--- config.mk ---
export PLATFORM = sky130hd
export DESIGN_NAME = stbs_key_cmp
export DESIGN_NICKNAME = d
export VERILOG_FILES = /design/src/rtl/stbs_pkg.sv /design/src/rtl/stbs_key_cmp.sv
export SDC_FILE = /design/constraint.sdc
export NUM_CORES = 1
export LEC_CHECK = 0
export BUFFER_PORTS_ARGS = -buffer_cell sky130_fd_sc_hd__buf_2
export CAP_MARGIN = 10
export CORE_AREA = 5 5 42 44
export DETAILED_ROUTE_END_ITERATION = 10
export DIE_AREA = 0 0 47 49
export PLACE_DENSITY = 0.66
export SLEW_MARGIN = 20
export SYNTH_ARGS = -nofsm -noshare
export SYNTH_HDL_FRONTEND = slang
export SYNTH_SLANG_ARGS = --single-unit
--- constraint.sdc ---
create_clock -name vclk -period 1.7
set_clock_uncertainty 0.15 [all_clocks]
set_input_delay 0.085 -clock vclk [all_inputs]
set_output_delay 0.085 -clock vclk [all_outputs]
set_load 0.01 [all_outputs]
--- src/rtl/stbs_pkg.sv ---
// ----------------------------------------------------------------------------
// stbs_pkg
// Shared types and codes for the sorted key table search block.
// ----------------------------------------------------------------------------
package stbs_pkg;

  // Field widths fixed by the interface
  localparam int unsigned CNT_W   = 9;
  localparam int unsigned IDX_W   = 8;
  localparam int unsigned KEYIN_W = 16;
  localparam int unsigned CFG_IDX_W = 1;
  localparam int unsigned CFG_DATA_W = 9;

  // Request commands
  localparam logic CMD_WRITE  = 1'b0;
  localparam logic CMD_SEARCH = 1'b1;

  // Configuration register indexes
  localparam logic [CFG_IDX_W-1:0] CFG_ENTRY_COUNT    = 1'b0;
  localparam logic [CFG_IDX_W-1:0] CFG_COMPARE_SIGNED = 1'b1;

  // Outcome of one key compare
  typedef struct packed {
    logic eq;  // table key equals sought key
    logic gt;  // table key orders above sought key
  } cmp_t;

  // Search sequencer states
  typedef enum logic [2:0] {
    ST_IDLE   = 3'b001,
    ST_RUN    = 3'b010,
    ST_FINISH = 3'b100
  } state_e;

endpackage

--- src/rtl/stbs_key_cmp.sv ---
// ----------------------------------------------------------------------------
// stbs_key_cmp
// Shared key comparator: equal and greater, unsigned or two's complement.
// ----------------------------------------------------------------------------
module stbs_key_cmp #(
  parameter int unsigned KEY_W = 16
) (
  input  logic             [KEY_W-1:0] table_key_i,
  input  logic             [KEY_W-1:0] want_key_i,
  input  logic                         signed_i,
  output stbs_pkg::cmp_t               res_o
);

  logic [KEY_W-1:0] flip;
  logic [KEY_W-1:0] a_ord;
  logic [KEY_W-1:0] b_ord;

  // Flipping the sign bit turns a signed order into an unsigned one
  assign flip  = KEY_W'(signed_i) << (KEY_W - 1);
  assign a_ord = table_key_i ^ flip;
  assign b_ord = want_key_i ^ flip;

  assign res_o.eq = (a_ord == b_ord);
  assign res_o.gt = (a_ord > b_ord);

endmodule

==> out/results.ini <==
[setup_path]
cp_cell_sequence=buf_2, xor2_1, ha_1, nand4_4, nor4_1, a31oi_1, buf_2
timing.critical_path.depth=7
worst_setup_path_endpoint=res_o[0]
crit_path_end_kind=primary output
critPathArrivalTime_ns=1.38
critPathBufInv=2
critPathTopFamily=simple AND/OR/NAND/NOR gates
slowest_stage=nor4_1
cp_common_cell=buf_2
slowest_delay_ns=0.36
worstSetupStartpoint=signed_i
path_class=input pin to primary output
critical_path_required_ns=1.46
timing.critical_path.from_type=input pin
cp_max_fo=4

[placement]
gp_congestion=0.679
place.detailed.hpwl_mm=1.02
io_buffer_count=35
place_area_um2=616
placement.setup.worst_slack_ns=-0.00191
place_inst=107

[timing]
report.final.hold_viol_count=0
setup_viol=0
post-route-period-util_pct=94.7
final_critical_path_setup_slack_ns=0.0896
maxSlewHeadroom_pct=78.7
timing.fmax_mhz=621
maxSlewViolCount=0
setup_repair_after_global_routing_missed_its_margin=no
worst_slew_pin_slew_ns=0.316
layout_min_cycle_time_ns=1.61

[global_route]
grt_antenna_before_repair=0
overflow=0
first_global_vias=509
grt_pass1_wl_mm=1.80
grt_start_max_net_pins=5
grt.total_usage_pct=9.47

[cells_and_area]
design.seq.count=0
layout.cells.non_filler=107
final_common_cell=buf_2
finish.instance_area_um2=624
layout-drive-gt1-share_pct=40.7
antenna-diode-count=0
clock_buffer_count=0
layout.cells.most_common_list=buf_2 (35), ha_1 (16), inv_1 (15)
final_nets=142
ff_latch_area_um2=0
area_growth_pct=48.5

[logic_synthesis]
syn-mean-instance-area_um2=7.51
synth_warnings=0
synth_top_cell_area_share_pct=47.6
synthesis.nets=105
synth.top_cells.by_area=ha_1 (48%), inv_1 (13%), a21oi_1 (6.0%)
count_of_distinct_cell_types_in_the_synthesized_netlist=19
post_synth_inst_count=56
synthDominantAreaCellType=ha_1
sequential_element_share_of_the_synthesized_area_pct=0
syn-cell-area_um2=420

[min_path]
timing.hold.worst.class=input pin to primary output

[route]
dr.first_iter.drc_count=0
postRouteWirelength_mm=1.05
ant_nets=0
drt-wirelength-per-cell_um=9.84
drt_pass1_iterations=1
drc_violations_left=0
routed-via-count=486
route.detailed.vias_per_inst=4.54

[die]
ios=35
initial_core_util_pct=30.0
placeableCoreArea_um2=1400
die_area_um2=2300
dieHeight_um=49
core.rowCount=14
die-width_um=47

[outcome]
status=completed

[power]
peakVddDrop_v=0.000125
power_density_nw_per_um2=230
p_leak_nw=0.390

[flow_run]
drv.max_cap_violation_count=0

## stage by stage
step / util (%) / hold slack, ns / total power [mW] / setup TNS [ns]
after CTS: 44.5 / 0.589 / 0.141 / 0
final: 44.6 / 0.578 / 0.144 / 0
after global placement: 43.9 / 0.600 / 0.135 / 0
after floorplan: - / 0.359 / 0.0799 / 0
after detailed placement: 43.9 / 0.582 / 0.139 / -0.00191
after global routing: 44.6 / 0.608 / 0.166 / 0
## worst min path at each step
stage	from	to	slack, ns	cells after the start
detailed placement	want_key_i[0]	res_o[1]	0.58	5
global route	want_key_i[0]	res_o[1]	0.61	5
floorplan	want_key_i[0]	res_o[1]	0.36	3
CTS	want_key_i[0]	res_o[1]	0.59	5
global placement	want_key_i[0]	res_o[1]	0.60	5
finish	want_key_i[0]	res_o[1]	0.58	5
## metal layers
layer / up-vias / wire length [um] / GRT usage [%]
met2: 22 / 507 / 18.1
li1: 270 / - / -
met5: - / 0 / 0
met3: 0 / 136 / 1.48
met4: 0 / 0 / 0
met1: 194 / 409 / 11.1
## Yosys cell counts (2+ instances only)
cell type  instances
nand4_1            4
ha_1              16
nand2_1            2
inv_1             15
a21oi_1            5
## logic make-up after synthesis
kind of cell | after synthesis | share of synthesized area (%)
fa+ha+maj | 16 | 47.6
buf+inv | 15 | 13.4
compound gates | 12 | 19.0
xor+xnor | 2 | 4.17
simple gates | 11 | 15.8
## repair_timing
action | 4_1_cts | 5_1_grt
cloned | 0 | 0
hold buffers | 0 | 0
resized for setup | 0 | 1
endpoints found under the hold margin | 0 | 0
endpoints found under the setup margin | 1 | 1
pin swaps | 3 | 2
buffers inserted | 1 | 0
## layout make-up
cell class / count / area (um2)
well taps: 16 / 20.0
repair buffers: 35 / 175
fillers: 158 / 777
multi-input cells: 41 / 373
inverters: 15 / 56.3
## report_power, final
| part | switching (mW) | total, mW | internal (mW) |
|---|---|---|---|
| combinational | 0.0678 | 0.144 | 0.0757 |
| sequential | 0 | 0 | 0 |
| clock | 0 | 0 | 0 |
| total | 0.0678 | 0.144 | 0.0757 |
Note: power is estimated with default switching activity, not from simulation.
