## src/rtl/stbs_key_mem.sv

```systemverilog
// ----------------------------------------------------------------------------
// stbs_key_mem
// Key table storage: one write port, one read port with registered data.
// ----------------------------------------------------------------------------
module stbs_key_mem #(
  parameter int unsigned DEPTH = 256,
  parameter int unsigned KEY_W = 16,
  parameter int unsigned AW    = 8
) (
  input  logic             clk_i,
  input  logic             we_i,
  input  logic [AW-1:0]    waddr_i,
  input  logic [KEY_W-1:0] wdata_i,
  input  logic [AW-1:0]    raddr_i,
  output logic [KEY_W-1:0] rdata_o
);

  logic [KEY_W-1:0] key_mem_q [DEPTH];
  logic [KEY_W-1:0] rdata_q;

  // Write when enabled and read every cycle; contents undefined until written
  always_ff @(posedge clk_i) begin
    if (we_i) begin
      key_mem_q[waddr_i] <= wdata_i;
    end
    rdata_q <= key_mem_q[raddr_i];
  end

  assign rdata_o = rdata_q;

endmodule

```

## config.mk

```make
export PLATFORM = sky130hd
export DESIGN_NAME = stbs_key_mem
export DESIGN_NICKNAME = d
export VERILOG_FILES = /design/src/rtl/stbs_key_mem.sv
export SDC_FILE = /design/constraint.sdc
export NUM_CORES = 2
export LEC_CHECK = 0
export BUFFER_PORTS_ARGS = -buffer_cell sky130_fd_sc_hd__buf_2
export CAP_MARGIN = 20
export CELL_PAD_IN_SITES_DETAIL_PLACEMENT = 1
export CELL_PAD_IN_SITES_GLOBAL_PLACEMENT = 1
export CORE_ASPECT_RATIO = 0.6
export CORE_MARGIN = 1.5
export CORE_UTILIZATION = 25
export CTS_CLUSTER_DIAMETER = 50
export DETAILED_ROUTE_END_ITERATION = 16
export PLACE_DENSITY_LB_ADDON = 0.1
export SYNTH_ARGS = -nofsm -noshare
export SYNTH_HDL_FRONTEND = slang
export SYNTH_SLANG_ARGS = --single-unit
```

## constraint.sdc

```tcl
create_clock -name clk_i -period 3.7 [get_ports clk_i]
set_clock_uncertainty 0.1 [all_clocks]
set_input_delay 1.11 -clock clk_i [delete_from_list [all_inputs] [get_ports clk_i]]
set_output_delay 1.11 -clock clk_i [all_outputs]
set_load 0.02 [all_outputs]
```

==> impl_results.md <==
* CP dominant cell by count: buf_12
* Failing checks: setup timing
* CTS Buf Count at 458
* Synthesized cell area at 158700 um2
* Worst setup SP type: input pin
* Crit path cell chain: buf_12 -> buf_12 -> buf_12 -> buf_12 -> buf_4 -> mux2i_1 -> o221ai_1 -> buf_4 -> o32ai_1 -> a21oi_2 -> nand4_1 -> nor4_1
* Fin crit period at 3.720 ns
* Post-placement cell area at 180800 um2
* Vias in the first global route at 86254
* CP Capture Point: rdata_o[13]
* Final period util at 100.5%
* Endpoints failing hold at 0
* Clock latency on the worst-skew pair at 1.05 ns
* Total gr overflow at 0
* Die X at 1032 um
* Leakage at 62.18 nW
* Number of synthesized register bits at 4112
* Share of the synthesized area in the top cell type at 77.50%
* Via count at 83215
* Crit path depth at 12
* Worst-margin pin slew at 1.191 ns
* Final slew viol count at 0
* Max Cap Viol at 0
* Comb pwr share at 6.1%
* Internal power at 0.08023 W
* Clock Path Buffers at 5
* Crit path max fanout at 36
* Detailed placement HPWL at 381200 um
* Antenna violations before repair at 85
* Yosys cell types at 52
* Type of the worst min-delay path: in2reg
* Clock power share at 44.5%
* Post-Route WL at 588000 um
* Net Count, Synth at 7394
* Initial DRC count at 8347
* Worst VDD drop at 0.3575 mV
* Io pins at 50
* Asr flop ratio synth at 0%
* Core Region at 632000 um2
* Worst R2R Path Depth at 8
* Clock Sinks at 4112
* Pre-CTS setup slack at -1.530 ns
* GPL Wtd Cong at 0.7886
* DR WL/cell at 33.75 um
* Worst EP arrival at 4.55 ns
* Run status: finished, violations left
* Most frequent cells after synthesis: 4096 x edfxtp_1, 797 x mux4_2, 565 x mux2i_1
* Clock transition at the registers of the reported paths at 0.07 ns
* Fmax at 0.2688 GHz
* Die Height at 620.2 um
* Final #Nets at 8637
* Row count at 226
* H-tree depth at 5
* Final setup margin at -0.01994 ns
* Critical path's slowest cell: nand4_1
* Initial Util at 25.11%
* YS warnings at 0
* Slew HR at 19.75%
* Ranking of synthesized cells by area: edfxtp_1 77%, mux4_2 11%, mux2i_1 3.6%, o221ai_1 1.4%, nor2_1 0.72%
* CP Class: in2reg
* Sequential area share after synthesis at 77.70%
* Reg2reg end: rdata_o[13]
* Leading area contributor after synthesis: edfxtp_1
* Crit-path leading delay family: buffers and inverters
* R2R setup slack at 0.51 ns
* CTS root buffer: clkbuf_16
* Switching pwr at 0.02390 W
* Setup repair after global routing missed its margin: yes
* Flop pwr share at 49.4%
* Syn-to-layout area delta at 23.46%
* First-pass GRT wire length at 788100 um
* Power per cell area at 531.4 nW/um2
* Via-to-Cell Ratio at 4.776
* CTS tree: done
* Worst Path Required at 4.53 ns
* Final number of setup-violating endpoints at 1
* Die Area at 639800 um2
* Post-route ant nets at 0
* Share of cells above drive strength 1 at 34.07%
* Post-synth EDFFs at 4096
* Main flop type after synthesis: edfxtp_1
* Final instance area at 196000 um2
* Finished Core Util at 31.01%
* First-pass DRT Iterations at 7
* Crit path capture type: flip-flop
* Sw Share at 22.95%
* Largest stage delay, worst path at 0.63 ns
* Residual DRC count at 0
* Setup TNS at -0.01994 ns
* Worst Path Buf+Inv at 6
* Dominant cell by count in the synthesized netlist: edfxtp_1
* Total GRT Usage at 18.06%
* Mean Syn Cell Area at 21.56 um2
* Largest net degree at the start of global routing at 128
* Total power at 0.1041 W
* Post-Synthesis Cells at 7360
* Reg2Reg Launch Point: key_mem_q[135][13]
* Worst Setup SP: raddr_i[0]
* I/O Buffers at 49
==> layout by cell type (no fill, tap or decap), drive strengths merged, types with 31 or more instances in the layout <==
master / count
buf: 1233
o21ai: 38
inv: 31
a22o: 32
o22ai: 148
nand2: 38
clkinvlp: 40
clkinv: 169
mux2: 88
o221ai: 253
a21oi: 175
clkbuf: 536
a22oi: 43
mux2i: 565
mux4: 797
nor3: 92
nor2: 304
edfxtp: 4096
bufinv: 50
nand3: 35
==> worst register-to-register path: stages, from the launching register on <==
cell      delay, ns
edfxtp_1       0.37
mux4_2         0.47
mux2_2         0.29
a221oi_2       0.82
o31ai_1        0.40
buf_12         0.23
o32ai_1        0.14
buf_4          0.21
nor4_1         0.06
==> flip-flops by register name, indices dropped and copies added (netlist names) <==
| signal | cells |
|---|---|
| rdata_o | 16 |
| key_mem_q | 4096 |
==> timing repair <==
item / CTS / global route
cloned: 0 / 2
gates resized for setup: 9 / 14
endpoints found under the setup margin: 6 / 4
setup buffers: 0 / 0
hold buffers: 0 / 0
pin swaps: 3 / 2
==> power by group through the flow <==
stage / combinational [W] / sequential, W / clock (W)
after global routing: 0.00673 / 0.0514 / 0.0491
after floorplan: 0.00253 / 0.0524 / 0
final: 0.00638 / 0.0514 / 0.0463
after CTS: 0.00649 / 0.0514 / 0.0476
after global placement: 0.00641 / 0.0524 / 0
after detailed placement: 0.00647 / 0.0524 / 0
==> worst min-delay path by stage <==
stage                           start                 end  slack (ns)  cells past startpoint
floorplan           key_mem_q[232][1]          rdata_o[1]        0.75                      6
global placement    key_mem_q[210][9]          rdata_o[9]        0.98                      6
detailed placement  key_mem_q[210][9]          rdata_o[9]        1.02                      6
CTS                       wdata_i[11]  key_mem_q[241][11]        0.33                      1
global route               wdata_i[4]   key_mem_q[133][4]        0.34                      1
finish                     wdata_i[4]   key_mem_q[133][4]        0.40                      1
==> final cells by class <==
| cell class | count | area [um2] |
|---|---|---|
| Antenna cell | 23 | 57.56 |
| Inverter | 4 | 27.53 |
| Timing Repair Buffer | 1235 | 13670 |
| Tap cell | 8436 | 10560 |
| Multi-Input combinational cell | 2792 | 33460 |
| Fill cell | 62869 | 436000 |
| Sequential cell | 4112 | 123300 |
| Clock buffer | 534 | 11910 |
| Clock inverter | 286 | 2957 |
==> per-layer routing <==
metal | wire [um] | track usage, %
met3 | 37050 | 3.497
met2 | 246700 | 26.03
met5 | 20 | 0
met1 | 295500 | 28.39
met4 | 8757 | 2.768
==> stage by stage <==
step                      instances  hold WS (ns)
after floorplan                7360        0.7538
after global placement        16574        0.9784
after detailed placement      16576         1.025
after CTS                     17396        0.3275
after global routing          17401        0.3359
final                         17422        0.4003
==> kinds of logic (layout without fill, tap and decap cells) <==
logic type	count (synthesis)	after routing	synth area share (%)
compound gates	786	786	3.537
buf+inv	456	2059	1.693
simple gates	556	556	1.574
mux	1450	1450	15.50
other cells	0	23	0
flops	4112	4112	77.70
Note: power is estimated with default switching activity, not from simulation.
